## src/rtl/wbps_pkg.sv

```systemverilog
// shared types and register indexes for the wildcard byte pattern scanner
// no dependencies; imported by every module of the block
`timescale 1ns / 1ps
`default_nettype none

package wbps_pkg;

    localparam int CFG_DATA_W = 64;
    localparam int CFG_IDX_W  = 3;
    localparam int ADDR_W     = 48;
    localparam int POS_W      = 32;
    localparam int ADJ_W      = 32;
    localparam int PAT_BYTES  = 16;

    typedef logic [CFG_IDX_W-1:0] t_cfg_idx;

    localparam t_cfg_idx CFG_PATTERN_LOW    = 3'd0;
    localparam t_cfg_idx CFG_PATTERN_HIGH   = 3'd1;
    localparam t_cfg_idx CFG_WILDCARD_MASK  = 3'd2;
    localparam t_cfg_idx CFG_PATTERN_LENGTH = 3'd3;
    localparam t_cfg_idx CFG_BASE_ADDRESS   = 3'd4;
    localparam t_cfg_idx CFG_ADDRESS_ADJUST = 3'd5;

    typedef struct packed {
        logic [7:0] data_byte;
        logic       region_end;
    } t_in_item;

    typedef struct packed {
        logic              found;
        logic [POS_W-1:0]  match_position;
        logic [ADDR_W-1:0] match_address;
    } t_out_item;

endpackage

`default_nettype wire

```

## src/rtl/wbps_front.sv

```systemverilog
// front part: byte window, region byte count, masked compare and request classification
// depends on wbps_pkg; feeds the event queue (wbps_fifo)
`timescale 1ns / 1ps
`default_nettype none

module wbps_front #(
    parameter int MAX_PATTERN = 16,
    parameter int COUNT_BITS  = 32,
    parameter int LEN_W       = 5
) (
    input  wire logic                  i_clk,
    input  wire logic                  i_rst_n,
    input  wire logic                  i_in_valid,
    output logic                       o_in_ready,
    input  wire wbps_pkg::t_in_item    i_in_item,
    input  wire logic                  i_cfg_we,
    input  wire logic [127:0]          i_pattern,
    input  wire logic [15:0]           i_wild,
    input  wire logic [4:0]            i_len,
    output logic [LEN_W-1:0]           o_eff_len,
    input  wire logic                  i_full,
    output logic                       o_push,
    output logic                       o_push_found,
    output logic [COUNT_BITS-1:0]      o_push_count
);
    import wbps_pkg::*;

    localparam int IDX_W = (MAX_PATTERN > 1) ? $clog2(MAX_PATTERN) : 1;

    logic [7:0]            w_pb [MAX_PATTERN];
    logic                  w_wb [MAX_PATTERN];

    // pattern aligned to window entries, refreshed every cycle from the registers
    logic [7:0]            r_exp  [MAX_PATTERN];
    logic [7:0]            n_exp  [MAX_PATTERN];
    logic                  r_care [MAX_PATTERN];
    logic                  n_care [MAX_PATTERN];
    logic [LEN_W-1:0]      r_eff_len;
    logic [LEN_W-1:0]      n_eff_len;
    logic                  r_busy;

    logic [7:0]            r_win [MAX_PATTERN];
    logic [7:0]            n_win [MAX_PATTERN];
    logic [COUNT_BITS-1:0] r_cnt;
    logic [COUNT_BITS-1:0] n_cnt;
    logic                  r_done;

    logic [MAX_PATTERN-1:0] w_ok;
    logic                   w_hit;
    logic                   w_accept;

    for (genvar k = 0; k < MAX_PATTERN; k++) begin : g_pat
        if (k < PAT_BYTES) begin : g_cfg
            assign w_pb[k] = i_pattern[8*k +: 8];
            assign w_wb[k] = i_wild[k];
        end else begin : g_zero
            assign w_pb[k] = 8'd0;
            assign w_wb[k] = 1'b0;
        end
    end

    // length 0 behaves as 1, anything above the window size is clamped
    always_comb begin
        if (i_len == 5'd0) begin
            n_eff_len = LEN_W'(1);
        end else if (int'(i_len) > MAX_PATTERN) begin
            n_eff_len = LEN_W'(MAX_PATTERN);
        end else begin
            n_eff_len = LEN_W'(i_len);
        end
    end

    // window entry j (0 newest) lines up with pattern byte len-1-j
    always_comb begin
        for (int j = 0; j < MAX_PATTERN; j++) begin
            n_exp[j]  = 8'd0;
            n_care[j] = 1'b0;
            if (j < int'(n_eff_len)) begin
                n_exp[j]  = w_pb[IDX_W'(int'(n_eff_len) - 1 - j)];
                n_care[j] = !w_wb[IDX_W'(int'(n_eff_len) - 1 - j)];
            end
        end
    end

    always_ff @(posedge i_clk) begin
        r_exp     <= n_exp;
        r_care    <= n_care;
        r_eff_len <= n_eff_len;
    end

    // hold off input in the cycle after a write so the aligned pattern catches up
    always_ff @(posedge i_clk) begin
        if (!i_rst_n) begin
            r_busy <= 1'b1;
        end else begin
            r_busy <= i_cfg_we;
        end
    end

    assign o_in_ready = !r_busy && !i_full;
    assign w_accept   = i_in_valid && o_in_ready;

    always_comb begin
        n_win[0] = i_in_item.data_byte;
        for (int j = 1; j < MAX_PATTERN; j++) begin
            n_win[j] = r_win[j-1];
        end
        n_cnt = (r_cnt == '1) ? r_cnt : r_cnt + COUNT_BITS'(1);
        for (int j = 0; j < MAX_PATTERN; j++) begin
            w_ok[j] = !r_care[j] || (n_win[j] == r_exp[j]);
        end
        w_hit = (&w_ok) && (n_cnt >= COUNT_BITS'(r_eff_len));
    end

    // window entries outside the current region never matter: the count guards them
    always_ff @(posedge i_clk) begin
        if (w_accept && !r_done) begin
            r_win <= n_win;
        end
    end

    always_ff @(posedge i_clk) begin
        if (!i_rst_n) begin
            r_cnt  <= '0;
            r_done <= 1'b0;
        end else if (w_accept) begin
            if (i_in_item.region_end) begin
                r_cnt  <= '0;
                r_done <= 1'b0;
            end else if (!r_done) begin
                r_cnt  <= n_cnt;
                r_done <= w_hit;
            end
        end
    end

    assign o_push       = w_accept && !r_done && (w_hit || i_in_item.region_end);
    assign o_push_found = w_hit;
    assign o_push_count = n_cnt;
    assign o_eff_len    = r_eff_len;

endmodule

`default_nettype wire

```

## src/rtl/wbps_fifo.sv

```systemverilog
// short event queue between the front and back parts
// no dependencies beyond the package
`timescale 1ns / 1ps
`default_nettype none

module wbps_fifo #(
    parameter int WIDTH = 33,
    parameter int DEPTH = 2
) (
    input  wire logic             i_clk,
    input  wire logic             i_rst_n,
    input  wire logic             i_push,
    input  wire logic [WIDTH-1:0] i_data,
    output logic                  o_full,
    output logic                  o_valid,
    output logic [WIDTH-1:0]      o_data,
    input  wire logic             i_pop
);
    import wbps_pkg::*;

    localparam int AW = (DEPTH > 1) ? $clog2(DEPTH) : 1;
    localparam int CW = $clog2(DEPTH + 1);

    logic [WIDTH-1:0] r_mem [DEPTH];
    logic [AW-1:0]    r_wr;
    logic [AW-1:0]    r_rd;
    logic [CW-1:0]    r_cnt;
    logic             w_push;
    logic             w_pop;

    assign o_full  = (r_cnt == CW'(DEPTH));
    assign o_valid = (r_cnt != '0);
    assign o_data  = r_mem[r_rd];
    assign w_push  = i_push && !o_full;
    assign w_pop   = i_pop && o_valid;

    always_ff @(posedge i_clk) begin
        if (w_push) begin
            r_mem[r_wr] <= i_data;
        end
    end

    always_ff @(posedge i_clk) begin
        if (!i_rst_n) begin
            r_wr  <= '0;
            r_rd  <= '0;
            r_cnt <= '0;
        end else begin
            if (w_push) begin
                r_wr <= (r_wr == AW'(DEPTH - 1)) ? '0 : r_wr + AW'(1);
            end
            if (w_pop) begin
                r_rd <= (r_rd == AW'(DEPTH - 1)) ? '0 : r_rd + AW'(1);
            end
            case ({w_push, w_pop})
                2'b10:   r_cnt <= r_cnt + CW'(1);
                2'b01:   r_cnt <= r_cnt - CW'(1);
                default: r_cnt <= r_cnt;
            endcase
        end
    end

endmodule

`default_nettype wire

```

## src/rtl/wbps_back.sv

```systemverilog
// back part: position and address arithmetic in two stages, the second being the output register
// depends on wbps_pkg; fed from the event queue
`timescale 1ns / 1ps
`default_nettype none

module wbps_back #(
    parameter int COUNT_BITS = 32,
    parameter int LEN_W      = 5
) (
    input  wire logic                      i_clk,
    input  wire logic                      i_rst_n,
    input  wire logic                      i_valid,
    output logic                           o_ready,
    input  wire logic                      i_found,
    input  wire logic [COUNT_BITS-1:0]     i_count,
    input  wire logic [LEN_W-1:0]          i_eff_len,
    input  wire logic [47:0]               i_base,
    input  wire logic [31:0]               i_adj,
    output logic                           o_out_valid,
    input  wire logic                      i_out_ready,
    output wbps_pkg::t_out_item            o_out_item
);
    import wbps_pkg::*;

    logic                  r_s1_valid;
    logic                  r_s1_found;
    logic [COUNT_BITS-1:0] r_s1_pos;
    logic [ADDR_W-1:0]     r_s1_sum;
    logic                  r_o_valid;
    t_out_item             r_o_item;
    logic                  w_s2_ready;
    logic                  w_take;
    logic                  w_adv;

    assign w_s2_ready = !r_o_valid || i_out_ready;
    assign o_ready    = !r_s1_valid || w_s2_ready;
    assign w_take     = i_valid && o_ready;
    assign w_adv      = r_s1_valid && w_s2_ready;

    // stage 1: match start and base plus signed adjust, both zero when not found
    always_ff @(posedge i_clk) begin
        if (w_take) begin
            r_s1_found <= i_found;
            r_s1_pos   <= i_found ? i_count - COUNT_BITS'(i_eff_len) : '0;
            r_s1_sum   <= i_found ? i_base + ADDR_W'($signed(i_adj)) : '0;
        end
    end

    // stage 2: final address, wraps at 48 bits
    always_ff @(posedge i_clk) begin
        if (w_adv) begin
            r_o_item.found          <= r_s1_found;
            r_o_item.match_position <= POS_W'(r_s1_pos);
            r_o_item.match_address  <= r_s1_sum + ADDR_W'(r_s1_pos);
        end
    end

    always_ff @(posedge i_clk) begin
        if (!i_rst_n) begin
            r_s1_valid <= 1'b0;
            r_o_valid  <= 1'b0;
        end else begin
            if (o_ready) begin
                r_s1_valid <= i_valid;
            end
            if (w_s2_ready) begin
                r_o_valid <= r_s1_valid;
            end
        end
    end

    assign o_out_valid = r_o_valid;
    assign o_out_item  = r_o_item;

endmodule

`default_nettype wire

```

## src/rtl/wildcard_byte_pattern_scanner_unit.sv

```systemverilog
// top level of the wildcard byte pattern scanner: config registers and the three parts
// depends on wbps_pkg, wbps_front, wbps_fifo, wbps_back
//
// usage
//   input channel (i_in_valid / o_in_ready / i_in_item) takes one memory byte per
//   request, with region_end marking the last byte of a region
//   output channel (o_out_valid / i_out_ready / o_out_item) gives at most one result
//   per region: the first match, or a not-found result on the region end byte
//   config port (i_cfg_we / i_cfg_idx / i_cfg_data) writes one register per cycle,
//   used only while the block is idle; input ready drops for the cycle after a write
// throughput
//   one byte per cycle whenever input ready is high; one parallel masked window compare per byte
// result path
//   a result goes from the byte that caused it through the queue, then the address
//   stage, then the output register
// reset
//   synchronous active low; clears config (pattern length goes to 1), count, match flag,
//   queue and valids; input ready stays low until the busy flag set in reset clears
// receiver stall
//   the output register holds; the two-entry queue and the address stage absorb
//   results, and input ready drops only once the queue is full
`timescale 1ns / 1ps
`default_nettype none

module wildcard_byte_pattern_scanner_unit #(
    parameter int MAX_PATTERN = 16,
    parameter int COUNT_BITS  = 32
) (
    input  wire logic                           i_clk,
    input  wire logic                           i_rst_n,
    input  wire logic                           i_in_valid,
    output logic                                o_in_ready,
    input  wire wbps_pkg::t_in_item             i_in_item,
    output logic                                o_out_valid,
    input  wire logic                           i_out_ready,
    output wbps_pkg::t_out_item                 o_out_item,
    input  wire logic                           i_cfg_we,
    input  wire wbps_pkg::t_cfg_idx             i_cfg_idx,
    input  wire logic [wbps_pkg::CFG_DATA_W-1:0] i_cfg_data
);
    import wbps_pkg::*;

    localparam int LEN_W = $clog2(MAX_PATTERN + 1);
    localparam int EVT_W = 1 + COUNT_BITS;

    // configuration registers
    logic [63:0]           r_pat_lo;
    logic [63:0]           r_pat_hi;
    logic [15:0]           r_wild;
    logic [4:0]            r_len;
    logic [ADDR_W-1:0]     r_base;
    logic [ADJ_W-1:0]      r_adj;

    // front to queue
    logic                  w_push;
    logic                  w_push_found;
    logic [COUNT_BITS-1:0] w_push_count;
    logic                  w_full;
    logic [LEN_W-1:0]      w_eff_len;

    // queue to back
    logic                  w_q_valid;
    logic [EVT_W-1:0]      w_q_data;
    logic                  w_back_ready;

    always_ff @(posedge i_clk) begin
        if (!i_rst_n) begin
            r_pat_lo <= '0;
            r_pat_hi <= '0;
            r_wild   <= '0;
            r_len    <= 5'd1;
            r_base   <= '0;
            r_adj    <= '0;
        end else if (i_cfg_we) begin
            case (i_cfg_idx)
                CFG_PATTERN_LOW:    r_pat_lo <= i_cfg_data;
                CFG_PATTERN_HIGH:   r_pat_hi <= i_cfg_data;
                CFG_WILDCARD_MASK:  r_wild   <= i_cfg_data[15:0];
                CFG_PATTERN_LENGTH: r_len    <= i_cfg_data[4:0];
                CFG_BASE_ADDRESS:   r_base   <= i_cfg_data[ADDR_W-1:0];
                CFG_ADDRESS_ADJUST: r_adj    <= i_cfg_data[ADJ_W-1:0];
                default: ;  // unused indexes are dropped
            endcase
        end
    end

    // front: window shift, saturating count, compare, decides whether a byte makes a result
    wbps_front #(
        .MAX_PATTERN (MAX_PATTERN),
        .COUNT_BITS  (COUNT_BITS),
        .LEN_W       (LEN_W)
    ) u_front (
        .i_clk        (i_clk),
        .i_rst_n      (i_rst_n),
        .i_in_valid   (i_in_valid),
        .o_in_ready   (o_in_ready),
        .i_in_item    (i_in_item),
        .i_cfg_we     (i_cfg_we),
        .i_pattern    ({r_pat_hi, r_pat_lo}),
        .i_wild       (r_wild),
        .i_len        (r_len),
        .o_eff_len    (w_eff_len),
        .i_full       (w_full),
        .o_push       (w_push),
        .o_push_found (w_push_found),
        .o_push_count (w_push_count)
    );

    // queue carries found flag and the byte count at the deciding byte
    wbps_fifo #(
        .WIDTH (EVT_W),
        .DEPTH (2)
    ) u_fifo (
        .i_clk   (i_clk),
        .i_rst_n (i_rst_n),
        .i_push  (w_push),
        .i_data  ({w_push_found, w_push_count}),
        .o_full  (w_full),
        .o_valid (w_q_valid),
        .o_data  (w_q_data),
        .i_pop   (w_back_ready)
    );

    // back: position, address arithmetic, output register
    wbps_back #(
        .COUNT_BITS (COUNT_BITS),
        .LEN_W      (LEN_W)
    ) u_back (
        .i_clk       (i_clk),
        .i_rst_n     (i_rst_n),
        .i_valid     (w_q_valid),
        .o_ready     (w_back_ready),
        .i_found     (w_q_data[EVT_W-1]),
        .i_count     (w_q_data[COUNT_BITS-1:0]),
        .i_eff_len   (w_eff_len),
        .i_base      (r_base),
        .i_adj       (r_adj),
        .o_out_valid (o_out_valid),
        .i_out_ready (i_out_ready),
        .o_out_item  (o_out_item)
    );

endmodule

`default_nettype wire

```

## config.mk

```make
export PLATFORM = sky130hd
export DESIGN_NAME = wildcard_byte_pattern_scanner_unit
export DESIGN_NICKNAME = d
export VERILOG_FILES = /design/src/rtl/wbps_pkg.sv /design/src/rtl/wbps_front.sv /design/src/rtl/wbps_fifo.sv /design/src/rtl/wbps_back.sv /design/src/rtl/wildcard_byte_pattern_scanner_unit.sv
export SDC_FILE = /design/constraint.sdc
export NUM_CORES = 2
export LEC_CHECK = 0
export BUFFER_PORTS_ARGS = -buffer_cell sky130_fd_sc_hd__buf_2
export CAP_MARGIN = 20
export CELL_PAD_IN_SITES_DETAIL_PLACEMENT = 1
export CELL_PAD_IN_SITES_GLOBAL_PLACEMENT = 1
export CORE_MARGIN = 2
export CORE_UTILIZATION = 45
export CTS_CLUSTER_SIZE = 8
export DETAILED_ROUTE_END_ITERATION = 6
export GPL_TIMING_DRIVEN = 0
export PLACE_DENSITY_LB_ADDON = 0.1
export SETUP_SLACK_MARGIN = 0.4
export SYNTH_ARGS = -nofsm -noshare
export SYNTH_HDL_FRONTEND = slang
export SYNTH_HIERARCHICAL = 1
export SYNTH_SLANG_ARGS = --single-unit
```

## constraint.sdc

```tcl
create_clock -name i_clk -period 22.3 [get_ports i_clk]
set_input_delay 3.345 -clock i_clk [delete_from_list [all_inputs] [get_ports i_clk]]
set_output_delay 3.345 -clock i_clk [all_outputs]
set_load 0.01 [all_outputs]
```

### Word-level counts from Yosys, hierarchy flattened

Memories as Yosys holds them, arrays and structs flattened. A register that Yosys moved wholly into a read port is not among the register bits.
Index checks and enable logic that the tools add are counted.

| cells by class | value |
|---|---|
| magnitude comparators | 34 |
| add/sub/neg operators | 24 |
| muxes and demuxes | 110 |
| equal/unequal tests | 26 |
| bitwise gates (word level) | 16 |
| reductions and logical operators | 76 |

Operators by type and width:

| kind | count |
|---|---|
| $bmux W8 S4 | 16 |
| $mux W8 | 32 |
| $eq A8 B8 Y1 | 16 |
| $mux W32 | 3 |
| $ge A4 B5 Y1 const B | 16 |
| $bmux W1 S4 | 16 |
| $not A4 Y4 | 16 |
| $add A48 B32 Y48 | 1 |
| $add A48 B48 Y48 | 1 |
| $lt A4 B5 Y1 const A | 8 |
| $mux W1 | 40 |
| $logic_not A1 Y1 | 37 |
| $add A32 B1 Y32 const B | 1 |
| $eq A32 B32 Y1 const B | 1 |
| $ge A32 B5 Y1 | 1 |
| $sub A32 B5 Y32 | 1 |
| $sub A4 B4 Y4 const B | 8 |
| $lt A3 B5 Y1 const A | 4 |
| $logic_or A1 B1 Y1 | 19 |
| $reduce_and A16 Y1 | 1 |
| $sub A4 B3 Y4 const B | 4 |
| $reduce_and A2 Y1 | 7 |
| $lt A1 B5 Y1 const A | 2 |
| $lt A2 B5 Y1 const A | 2 |
| 18 further kinds | 33 |

| storage, ports and cells | value |
|---|---|
| memories kept | 1 |
| flip-flop bits (word level) | 700 |
| input port bits | 81 |
| output and inout bits | 83 |
| RAM bits | 66 |
| logic and storage cells | 355 |

Memories:

| name | words | width | rd ports | clocked after Yosys merged registers in | write ports | line | text |
|---|---|---|---|---|---|---|---|
| u_fifo.r_mem | 2 | 33 | 1 | 1 | 1 | wbps_fifo.sv:24 | `logic [WIDTH-1:0] r_mem [DEPTH];` |

### Depth between registers and ports, before layout

| depth | value |
|---|---|
| word-level depth | 10 |
| gate-level depth with buffers | 21 |
| depth with buffers taken out | 19 |

### By module

Netlist, hierarchy kept.

By module, submodules not included:

| module | area an instance (um^2) | sequential area each (um^2) | cells an instance | times used |
|---|---|---|---|---|
| wbps_front | 17727.0 | 7267.0 | 1727 | 1 |
| wbps_back | 10651.5 | 4904.7 | 1029 | 1 |
| wildcard_byte_pattern_scanner_unit | 8379.3 | 4584.4 | 816 | 1 |
| wbps_fifo | 2611.3 | 2082.0 | 129 | 1 |

### Worst setup path before layout

No wires, ideal clock.

| timing path | value |
|---|---|
| path kind | input -> register |
| from | input port i_in_valid |
| to | memory u_fifo.r_mem[0][0], enable pin |
| stages on the path | 7 |
| slack | 11.858 ns |
| required time | 21.912 ns |
| library setup time | 0.388 ns |
| path buffers | 0 |
| data arrival time | 10.054 ns |
| path through | nand2_1 nor2_1 nand2_1 o21ai_1 inv_1 or3_1 inv_1 |

| on the way | value |
|---|---|
| word-level cells in the longest chain between the ends | 6 |

RTL lines:

| element | line | text |
|---|---|---|
| start: declaration | wildcard_byte_pattern_scanner_unit.sv:31 | `input wire logic i_in_valid,` |
| $logic_and A1 B1 Y1 | wbps_front.sv:101 | `assign w_accept = i_in_valid && o_in_ready;` |
| $logic_and A1 B1 Y1 (2 in a row) | wbps_front.sv:137 | `assign o_push = w_accept && !r_done && (w_hit \|\| i_in_item.region_end);` |
| named net w_push | wildcard_byte_pattern_scanner_unit.sv:55 | `logic w_push;` |
| $logic_and A1 B1 Y1 | wbps_fifo.sv:34 | `assign w_push = i_push && !o_full;` |
| $mux W1 | wbps_fifo.sv:38 | `if (w_push) begin` |
| $mux W1 (not written as such) | wbps_fifo.sv:39 | `r_mem[r_wr] <= i_data;` |
| end: declaration | wbps_fifo.sv:24 |  |

The timed path passes the listed nets, and every way through them passes these cells.

### Worst setup path in the final report

| timing path | value |
|---|---|
| from | input port i_in_item[7] in the netlist's numbering |
| to | memory u_fifo.r_mem[0][12], enable pin |

| on the way | value |
|---|---|
| word-level cells in the longest chain between the ends | 9 |

RTL lines:

| element | line | text |
|---|---|---|
| start: declaration | wildcard_byte_pattern_scanner_unit.sv:33 | `input wire wbps_pkg::t_in_item i_in_item,` |
| $eq A8 B8 Y1 | wbps_front.sv:110 | `w_ok[j] = !r_care[j] \|\| (n_win[j] == r_exp[j]);` |
| $logic_or A1 B1 Y1 | wbps_front.sv:110 |  |
| $reduce_and A16 Y1 | wbps_front.sv:112 | `w_hit = (&w_ok) && (n_cnt >= COUNT_BITS'(r_eff_len));` |
| $logic_and A1 B1 Y1 | wbps_front.sv:112 |  |
| $logic_or A1 B1 Y1 | wbps_front.sv:137 |  |
| $logic_and A1 B1 Y1 | wbps_front.sv:137 |  |
| named net w_push | wildcard_byte_pattern_scanner_unit.sv:55 |  |
| $logic_and A1 B1 Y1 | wbps_fifo.sv:34 |  |
| $mux W1 | wbps_fifo.sv:38 |  |
| $mux W1 (not written as such) | wbps_fifo.sv:39 |  |

The timed path passes the listed nets, and every way through them passes these cells.

==> impl_metrics.csv <==
group,metric,value,unit
synth,synthDistinctLibCells,100,
synth,syn-num-nets,3884,
synth,syn_area,39400,um2
synth,syn_inst,3701,
pwr,p_comb_frac,0.212,
grt,grt-ovfl-total,0,
cts,cts-resized-gates,0,
timing,slew_violations,0,
synth,synth_edf_count,348,
pwr,power_frac_seq,0.424,
run,maxCapViolCount,0,
worst_setup_path,critPathRequiredTime,22690,ps
cts,cts_tree,"done",
synth,synthArstFlopShare,0,
detailed_routing,routed_via_density,5.71,
floorplan,ioPinCount,164,
synth,syn_area_per_cell,10.6,um2
timing,rsz0062_at_grt,"false",
layout,final_nets,4165,
layout,fillers,9525,
grt,grt-busiest-layer,"met2",
floorplan,die_w,300,um
synth,ys.flop_type,"dfxtp_1",
pwr,ir_drop,0.0000966,V
floorplan,die-area,89900,um2
worst_setup_path,cp_slowest_cell,"nor4_1",
cts,numClockSinks,767,
timing,fmax,142,MHz
floorplan,core,86800,um2
timing,hold_slack,448,ps
grt,grtUsageMet3,0.0409,
synth,seq_area_frac_synth,0.478,
worst_setup_path,critical-path-top-delay-family,"simple AND/OR/NAND/NOR gates",
layout,area_growth,14.2,%
outcome,status,"finished, final reports clean",
grt,grtUsageMet2,0.484,
timing,fin_crit_sh,0.316,
hold_path,hold_class,"register to register",
synth,ys_warn_count,6,
worst_setup_path,crit_arrival,7440,ps
pwr,internal_power,0.00294,W
worst_setup_path,cp_slowest_stage_delay,950,ps
cts,ctsHoldBuffers,0,
timing,fin_crit,7050,ps
floorplan,start_util,0.454,
grt,grt_max_degree,71,
detailed_routing,wl_per_cell,26.4,um
layout,mostFrequentLayoutCells,"mux2i_1, nand2_1, dfxtp_1, edfxtp_1, buf_2",
timing,fin_skew,27.9,ps
cts,cts_buffers,107,
detailed_routing,first_pass_iters,5,
cts,htree_num_levels,3,
cts,insertion_delay,690,ps
detailed_routing,antenna_left,0,
pwr,power_frac_clock,0.364,
grt,grtUsageTotal,0.299,
detailed_routing,vias,29717,
pwr,sw_frac_of_total,0.299,
timing,fin_tns_setup,0,ps
worst_setup_path,r2r_slack,16190,ps
layout,layout_commonest_cell,"mux2i_1",
cts,cts-root-buf,"clkbuf_16",
worst_setup_path,path_buf_inv,4,
placed_design,gp_congestion,1.02,
worst_setup_path,worstSetupPathType,"input pin to register",
detailed_routing,drt-total-wl,137000,um
worst_setup_path,worstPathMaxFanout,18,
cts,clk_pin_slew,50,ps
grt,met1_usage,0.395,
pwr,p_sw,0.00125,W
synth,ys_ff_latch,767,
floorplan,num_rows,108,
timing,hold_violations,0,
timing,finalSetupViolations,0,
grt,antenna_found_initial,12,
grt,grt_pass1_wl,198000,um
pwr,p_leak,18.5,nW
layout,drive_gt1_frac,0.118,
worst_setup_path,critPathLaunchType,"input pin",
cts,cts_buffer_depth,3,
pwr,power_density,93.1,nW/um2
placed_design,dp_hpwl,109000,um
detailed_routing,drc,0,
detailed_routing,drtIter0Drc,2036,
timing,max_slew_margin,0.251,
grt,grt_pass1_vias,30248,
cts,cts_setup_buffers,0,
timing,worst_slew_pin_slew,1110,ps
worst_setup_path,path_cells,"buf_2, xnor2_1, nand4_1, o21ai_0, nand4_1, nor4_1, nand2_1, o21ai_1, inv_1, or3_1, inv_1, buf_16",
placed_design,portBuffers,163,
floorplan,die_h,300,um
worst_setup_path,cp-end-kind,"register",
## state kept, by name, indices dropped and copies added, names as in the netlist, 48 cells and up, named ones only
name	flops
u_back/r_s1_sum	48
u_front/r_exp	128
r_base	48
u_back/o_out_item	81
u_fifo/r_mem	66
r_pat_hi	64
r_pat_lo	64
u_front/n_win	120
## worst paths after layout
kind	cells after the start	endpoint	from
worst max-delay path	12	u_fifo/r_mem[0][12]$_DFFE_PP_	i_in_item[7]
worst min-delay path	0	u_back/o_out_item[80]$_DFFE_PP_	u_back/r_s1_found$_DFFE_PP_
worst max register to register	17	u_front/r_care[13]$_SDFF_PP0_	r_len[1]$_SDFFE_PN0P_
worst min register to register	0	u_back/o_out_item[80]$_DFFE_PP_	u_back/r_s1_found$_DFFE_PP_
## kinds of logic (layout without fill, tap and decap cells)
family | Yosys count | count (layout) | synth area share
xor+xnor | 269 | 269 | 0.0612
buf+inv | 236 | 585 | 0.0279
fa+ha+maj | 102 | 102 | 0.0330
flops | 767 | 767 | 0.478
simple gates | 1182 | 1182 | 0.143
mux | 679 | 679 | 0.177
other cells | 0 | 3 | 0
compound gates | 466 | 466 | 0.0795
## per-layer routing
metal  vias up  routed length [um]
met5         -                  22
met4         4                6930
met3       262                7090
met2       883               63400
met1     14707               59800
li1      13861                   -
## power by group through the flow
stage          Sequential (W)  Combinational (W)  Clock [W]
3_3_place_gp          0.00183           0.000845          0
5_1_grt               0.00179           0.000974    0.00161
4_1_cts               0.00178           0.000890    0.00156
3_5_place_dp          0.00181           0.000884          0
2_1_floorplan         0.00180           0.000574          0
6_report              0.00178           0.000887    0.00152
## cells in the mapped netlist, types with 22 or more instances
library cell  count  area share
and2_1           31      0.0049
nor2b_1          28      0.0044
inv_1            49      0.0047
ha_1             99       0.031
dfxtp_1         419        0.21
edfxtp_1        348        0.27
a21oi_1         128       0.016
a211oi_1         40      0.0076
a21boi_0         25      0.0048
mux2i_1         634        0.16
nand2_1         616       0.059
a21o_1           40      0.0076
o21ai_0          84       0.011
xnor2_1         204       0.045
nand3_1          36      0.0046
mux2_2           36       0.010
buf_2            53      0.0067
nor2_1          158       0.015
clkbuf_1         84      0.0080
a22oi_1          22      0.0042
and3_1          107       0.017
nor3_1           32      0.0041
nand4_1          60      0.0095
xor2_1           58       0.013
## cell type report
cell class / instances / area (um2) / area share
buffer: 181 / 892 / 0.0198
clock buffer: 170 / 2990 / 0.0664
timing repair buffer: 172 / 1010 / 0.0225
clock inverter: 7 / 139 / 0.00309
multi-input combinational: 2698 / 19500 / 0.432
sequential: 767 / 18800 / 0.419
antenna: 3 / 7.51 / 0.000167
tap: 1155 / 1450 / 0.0321
inverter: 55 / 206 / 0.00459
## per-stage QoR
step                cell area [um2]  instances  setup slack, ps   util  power [W]
finish                        45000       5208            15250  0.518    0.00419
global route                  45000       5205            15090  0.518    0.00437
CTS                           45000       5205            15250  0.518    0.00423
detailed placement            41800       5028            14530  0.482    0.00269
global placement              41600       5019             8380  0.480    0.00267
floorplan                     39400       3701            11860      -    0.00238
No activity file was read; power rests on OpenSTA's default activity.
